==> src/hdl/mcag_pkg.sv <==
// Package for the midpoint circle arc generator.
// Holds the canvas size, the input mode codes and the arc shape codes.
// No dependencies.
`timescale 1ns / 1ps

package mcag_pkg;

  localparam int CANVAS_SIZE = 128;

  localparam logic MODE_START = 1'b0;
  localparam logic MODE_STEP  = 1'b1;

  localparam logic [1:0] ARC_FULL  = 2'd0;
  localparam logic [1:0] ARC_UPPER = 2'd1;
  localparam logic [1:0] ARC_LOWER = 2'd2;

  localparam logic [2:0] LAST_IDX_HALF = 3'd3;
  localparam logic [2:0] LAST_IDX_FULL = 3'd7;

  localparam logic signed [9:0] CANVAS_LIM = 10'(CANVAS_SIZE);

endpackage

==> src/hdl/midpoint_circle_arc_generator.sv <==
// Midpoint circle arc generator top level.
// Depends on mcag_pkg.
//
// Usage: the input channel (in_valid/in_stall) takes items. mode START loads
// centre, radius and arc shape and gives no result. mode STEP advances the
// arc by one point and gives the mirrored pixels of that point, one result
// per cycle on the output channel (out_valid/out_stall) when it does not
// stall: 8 for a full circle, 4 for a half, the final one marked by last.
// A step that ends the arc, or finds no arc loaded, gives one result with
// pixel_valid low. A step transfer is registered in the pixel sequencer
// before its first result is loaded into the single output register, which
// emits one pixel per cycle while the receiver does not stall; start items
// give no result. The next item is taken in the cycle the last pixel of
// the current one leaves the generator.
// Reset clears the arc state, the sequencer and out_valid; the block is idle.
// When the receiver stalls, the output register holds its result and the
// input side stalls once the pixel sequence is stopped.
`timescale 1ns / 1ps

module midpoint_circle_arc_generator (
  input  logic              clk,
  input  logic              rst,
  input  logic              in_valid,
  output logic              in_stall,
  input  logic              mode,
  input  logic [6:0]        centre_x,
  input  logic [6:0]        centre_y,
  input  logic [6:0]        radius,
  input  logic [1:0]        arc_kind,
  output logic              out_valid,
  input  logic              out_stall,
  output logic signed [8:0] pixel_x,
  output logic signed [8:0] pixel_y,
  output logic              on_canvas,
  output logic              pixel_valid,
  output logic              last
);
  import mcag_pkg::*;

  logic [6:0]         held_centre_x;
  logic [6:0]         held_centre_y;
  logic [1:0]         held_arc_kind;
  logic signed [7:0]  offset_x;
  logic signed [7:0]  offset_y;
  logic signed [10:0] decision;
  logic               arc_active;

  logic               gen_busy;
  logic               gen_dead;
  logic [2:0]         gen_idx;

  logic               in_xfer;
  logic               out_load;
  logic               gen_last;
  logic               half_arc;

  logic signed [7:0]  x_inc;
  logic signed [7:0]  y_new;
  logic signed [10:0] x_ext;
  logic signed [10:0] y_ext;
  logic signed [10:0] decision_next;
  logic               arc_ends;

  logic [2:0]         full_idx;
  logic signed [9:0]  u_ext;
  logic signed [9:0]  v_ext;
  logic signed [9:0]  px_full;
  logic signed [9:0]  py_full;
  logic               px_on;

  // step arithmetic
  always_comb begin
    x_inc = offset_x + 8'sd1;
    y_new = (decision >= 11'sd0) ? (offset_y - 8'sd1) : offset_y;
    x_ext = 11'(x_inc);
    y_ext = 11'(y_new);
    if (decision >= 11'sd0) begin
      decision_next = decision + (x_ext <<< 1) + 11'sd1 - (y_ext <<< 1);
    end else begin
      decision_next = decision + (x_ext <<< 1) + 11'sd1;
    end
    arc_ends = x_inc > y_new;
  end

  // pixel selection
  always_comb begin
    half_arc = (held_arc_kind == ARC_UPPER) || (held_arc_kind == ARC_LOWER);
    case (held_arc_kind)
      ARC_UPPER: full_idx = {gen_idx[1], 1'b1, gen_idx[0]};
      ARC_LOWER: full_idx = {gen_idx[1], 1'b0, gen_idx[0]};
      default:   full_idx = gen_idx;
    endcase
    u_ext = full_idx[2] ? 10'(offset_y) : 10'(offset_x);
    v_ext = full_idx[2] ? 10'(offset_x) : 10'(offset_y);
    px_full = full_idx[0] ? (10'(held_centre_x) - u_ext) : (10'(held_centre_x) + u_ext);
    py_full = full_idx[1] ? (10'(held_centre_y) - v_ext) : (10'(held_centre_y) + v_ext);
    px_on = (px_full >= 10'sd0) && (px_full < CANVAS_LIM) &&
            (py_full >= 10'sd0) && (py_full < CANVAS_LIM);
    gen_last = gen_dead || (gen_idx == (half_arc ? LAST_IDX_HALF : LAST_IDX_FULL));
  end

  assign out_load = !out_valid || !out_stall;
  assign in_stall = gen_busy && !(out_load && gen_last);
  assign in_xfer  = in_valid && !in_stall;

  // arc state
  always_ff @(posedge clk) begin
    if (rst) begin
      held_centre_x <= '0;
      held_centre_y <= '0;
      held_arc_kind <= ARC_FULL;
      offset_x      <= '0;
      offset_y      <= '0;
      decision      <= '0;
      arc_active    <= 1'b0;
    end else if (in_xfer) begin
      if (mode == MODE_START) begin
        held_centre_x <= centre_x;
        held_centre_y <= centre_y;
        held_arc_kind <= arc_kind;
        offset_x      <= '0;
        offset_y      <= 8'(radius);
        decision      <= 11'sd1 - 11'(radius);
        arc_active    <= 1'b1;
      end else if (arc_active) begin
        offset_x   <= x_inc;
        offset_y   <= y_new;
        decision   <= decision_next;
        arc_active <= !arc_ends;
      end
    end
  end

  // pixel sequencer
  always_ff @(posedge clk) begin
    if (rst) begin
      gen_busy <= 1'b0;
      gen_dead <= 1'b0;
      gen_idx  <= '0;
    end else if (in_xfer && (mode == MODE_STEP)) begin
      gen_busy <= 1'b1;
      gen_idx  <= '0;
      gen_dead <= !arc_active || arc_ends;
    end else if (out_load && gen_busy) begin
      gen_idx <= gen_idx + 3'd1;
      if (gen_last) begin
        gen_busy <= 1'b0;
      end
    end
  end

  // output register
  always_ff @(posedge clk) begin
    if (rst) begin
      out_valid <= 1'b0;
    end else if (out_load) begin
      out_valid <= gen_busy;
    end
  end

  always_ff @(posedge clk) begin
    if (out_load && gen_busy) begin
      pixel_x     <= gen_dead ? 9'sd0 : 9'(px_full);
      pixel_y     <= gen_dead ? 9'sd0 : 9'(py_full);
      on_canvas   <= !gen_dead && px_on;
      pixel_valid <= !gen_dead;
      last        <= gen_last;
    end
  end

endmodule

==> config.mk <==
export PLATFORM = sky130hd
export DESIGN_NAME = midpoint_circle_arc_generator
export DESIGN_NICKNAME = d
export VERILOG_FILES = /design/src/hdl/mcag_pkg.sv /design/src/hdl/midpoint_circle_arc_generator.sv
export SDC_FILE = /design/constraint.sdc
export NUM_CORES = 1
export LEC_CHECK = 0
export ABC_AREA = 1
export BUFFER_PORTS_ARGS = -buffer_cell sky130_fd_sc_hd__buf_2
export CAP_MARGIN = 10
export CELL_PAD_IN_SITES_DETAIL_PLACEMENT = 1
export CELL_PAD_IN_SITES_GLOBAL_PLACEMENT = 1
export CORE_MARGIN = 5
export CORE_UTILIZATION = 40
export CTS_CLUSTER_SIZE = 8
export DETAILED_ROUTE_END_ITERATION = 12
export HOLD_SLACK_MARGIN = 0.03
export PLACE_DENSITY = 0.88
export SYNTH_ARGS = -nofsm -noshare
export SYNTH_HDL_FRONTEND = slang
export SYNTH_SLANG_ARGS = --single-unit
==> constraint.sdc <==
create_clock -name clk -period 3.5 [get_ports clk]
set_clock_uncertainty 0.05 [all_clocks]
set_input_delay 0.35 -clock clk [delete_from_list [all_inputs] [get_ports clk]]
set_output_delay 0.35 -clock clk [all_outputs]
set_load 0.01 [all_outputs]
==> results by group <==
Synth
  • Syn_area_per_cell: 7.029 sq um
  • Synth Cell Area: 0.005567 sq mm
  • Sequential area share after synthesis: 29.31%
  • Synthesized Nets: 872
  • Synthesized flop and latch total: 71
  • Async S/R FF share, synth: 0%
  • Synthesized instance count: 792
  • Number of synthesized flops with an enable pin: 21
  • Yosys cell types: 47
  • Main synth FF type: dfxtp_1
  • Yosys warns: 0

Route
  • Drt wl/cell: 23.89 um
  • Post-DRT Antenna Nets: 0
  • Post-Route WL: 26470 um
  • TritonRoute pass-1 iters: 7
  • 1st-iter DRT viols: 540
  • Drt via density: 6.089
  • DRC: 0
  • Via count: 6747

Worst setup path
  • Critical-path cell list: inv_2, ha_4, inv_4, or2_4, nand2_8, buf_6, nand2_1, nand2_1, inv_1, o21ai_0, xnor2_1, ha_1, buf_4, nand2_1, nor2_1, nand2_1, o211ai_1, nand4_1, nand2_1, nand3_2, nor2_2
  • Bufs and invs on worst path: 5
  • CP Max Fanout: 6
  • Critical Path Slowest Stage Cell: dfxtp_2
  • Flop-to-flop setup slack: -0.13 ns
  • CP Capture Type: flip-flop
  • Reg2Reg Launch Point: held_arc_kind[0]
  • Worst Setup Start Kind: flip-flop
  • CP delay by family, top: simple AND/OR/NAND/NOR gates
  • R2R cell count: 21
  • Worst Path Required: 3.68 ns
  • WP data arrival: 3.81 ns
  • Worst R2R End: on_canvas
  • Critical path class: reg2reg
  • Most frequent cell on the critical path: nand2_1
  • WP depth: 21
  • CP peak stage delay: 0.34 ns

Finish
  • Most frequent cells in the layout: nand2_1 (136), inv_1 (88), buf_4 (83)
  • Non-Filler Instances: 1108
  • Area delta synth->final: 37.56%
  • N_diodes: 0
  • Commonest non-fill, non-tap cell in the layout: nand2_1
  • Util after Layout: 55.60%
  • Nets: 1003
  • Fillers: 1715
  • Layout cells sized above 1: 34.05%

CTS
  • CTS Buffer Depth: 2
  • H-tree depth: 3
  • Clk Latency, worst-skew pair: 0.37 ns
  • Total CTS buffers: 9
  • CTS Hold Bufs: 0
  • CTS sink count: 71
  • Root buf cell: clkbuf_16
  • CTS clk-pin slew, worst paths: 0.07 ns
  • TritonCTS clock tree: built

Place
  • DPL Wire Length: 13990 um
  • Placer congestion estimate: 0.8824
  • Post-Place Cells: 1064
  • # port buffers: 50
  • Pre-CTS setup slack: -0.2285 ns

Timing
  • Final setup margin: -0.1315 ns
  • Max Freq: 275.4 MHz
  • Final slew viol count: 0
  • Slew @ Worst Pin: 0.9767 ns
  • Final Setup Violations: 7
  • Post-route minimum period: 3.631 ns
  • Tcrit/Tclk final: 103.8%
  • RSZ-0062 raised after global routing: true
  • Setup TNS Final: -0.5541 ns
  • Normalized max-slew margin: 34.81%
  • Hold Violations, Final: 0

Die
  • Die width: 128.0 um
  • Core area: 0.01377 sq mm
  • Io pins: 51
  • Die Span Y: 128.0 um
  • Starting density of the core: 40.42%
  • # rows: 43
  • Die area: 0.01638 sq mm

Run status
  • Failing checks: setup timing
  • Status: finished, violations left

Power
  • Worst vdd ir: 276.9 uV
  • Leak: 3.632 nW
  • Power per Cell Area: 525.5 mW/mm^2
  • Combinational share of power: 52.0%
  • Clk pwr share: 23.3%
  • Switching power: 1.748 mW
  • Reg power frac: 24.7%
  • Sw Ratio: 43.44%
  • Cell Int Power: 2.276 mW

Hold path
  • Hold Path Origin: centre_y[2]
  • Hold Crit Class: in2reg
  • Worst hold endpoint: held_centre_y[2]
  • Hold Path Cell Cnt: 3

Job
  • Maxcap violations: 0

Global routing
  • Gr usage total: 25.33%
  • Grt total ovfl: 0
  • Largest net degree at the start of global routing: 28
  • Number of global-route vias before repair: 6654
  • Number of antenna violations at the first check in global routing: 0
  • Global-route wire length before repair: 33090 um
tightest hold or removal path, cell delays in order:
cell and delay (ns):
buf_2 0.10, nand3_1 0.08, a21oi_1 0.07
power groups by stage:
stage               clock network, mW  registers, mW  logic [mW]
detailed placement                  0           1.00        1.52
CTS                             0.906          0.985        1.63
floorplan                           0           1.00        1.00
finish                          0.938          0.993        2.09
global placement                    0          0.996        1.45
global route                    0.968          0.997        2.23
state kept, by name, indices dropped and copies added, names as in the netlist:
register       count
on_canvas          1
held_centre_x      7
offset_y           8
held_centre_y      7
held_arc_kind      2
gen_idx            3
offset_x           8
last               1
pixel_valid        1
out_valid          1
pixel_y            9
arc_active         1
decision          11
gen_dead           1
gen_busy           1
pixel_x            9
layer usage:
layer / part of all wire [%] / GRT usage (%)
met5: 0 / 0
met4: 7.7 / 13.61
met3: 5.8 / 4.583
met2: 51 / 46.83
met1: 35 / 27.11
per-stage QoR:
stage	total power [mW]	hold slack, ns	cell area, sq um
after floorplan	2.007	0.3785	5572
after detailed placement	2.519	0.4163	6422
after global routing	4.197	0.2314	7657
after global placement	2.444	0.4045	6422
final	4.024	0.2240	7657
after CTS	3.519	0.2175	6990
cells in the mapped netlist, types with 3 or more instances:
| cell type | n | area [sq um] |
|---|---|---|
| nand4_1 | 5 | 31.28 |
| inv_2 | 3 | 11.26 |
| inv_1 | 104 | 390.4 |
| o21bai_1 | 6 | 45.04 |
| a21o_1 | 5 | 37.54 |
| xnor2_1 | 7 | 61.31 |
| nand2_2 | 14 | 87.58 |
| nand3_1 | 56 | 280.3 |
| o21a_1 | 4 | 30.03 |
| a21oi_1 | 84 | 420.4 |
| xor2_1 | 25 | 219.0 |
| buf_2 | 4 | 20.02 |
| nand3_2 | 5 | 50.05 |
| fa_1 | 4 | 80.08 |
| nor3_1 | 11 | 55.05 |
| dfxtp_1 | 50 | 1001 |
| nor2_1 | 47 | 176.4 |
| o21ai_1 | 5 | 25.02 |
| o21ai_0 | 63 | 315.3 |
| ha_1 | 48 | 600.6 |
| clkbuf_1 | 13 | 48.80 |
| nand2_1 | 168 | 630.6 |
| edfxtp_1 | 21 | 630.6 |
| or2_2 | 5 | 31.28 |
| a31oi_1 | 8 | 50.05 |
worst max path at each step:
stage,end,startpoint
final,on_canvas,held_arc_kind[0]
after detailed placement,decision[10],offset_x[1]
after floorplan,decision[10],offset_x[0]
after global routing,on_canvas,held_arc_kind[0]
after CTS,on_canvas,held_arc_kind[0]
after global placement,decision[10],offset_x[0]
repair_timing:
item / in CTS / in global routing
cloned: 0 / 0
buffers inserted: 9 / 19
setup endpoints to repair: 5 / 12
resized for setup: 46 / 133
pin swaps: 18 / 85
area by class of cell:
| type | count | area [sq um] | share of cell area (%) |
|---|---|---|---|
| Multi-Input combinational cell | 593 | 4135 | 54.00 |
| Sequential cell | 71 | 1643 | 21.45 |
| Timing Repair Buffer | 140 | 952.2 | 12.43 |
| Inverter | 108 | 415.4 | 5.425 |
| Clock buffer | 11 | 254.0 | 3.317 |
| Tap cell | 180 | 225.2 | 2.941 |
| Clock inverter | 5 | 32.53 | 0.4248 |
cells by family after synthesis:
group                    synth area share (%)
AND/OR/NAND/NOR                         26.10
AO/OA/AOI/OAI                           18.39
buffers and inverters                   8.946
flip-flops                              29.31
adder cells (fa/ha/maj)                 12.23
XOR/XNOR                                5.035
Note: power is estimated with default switching activity, not from simulation.
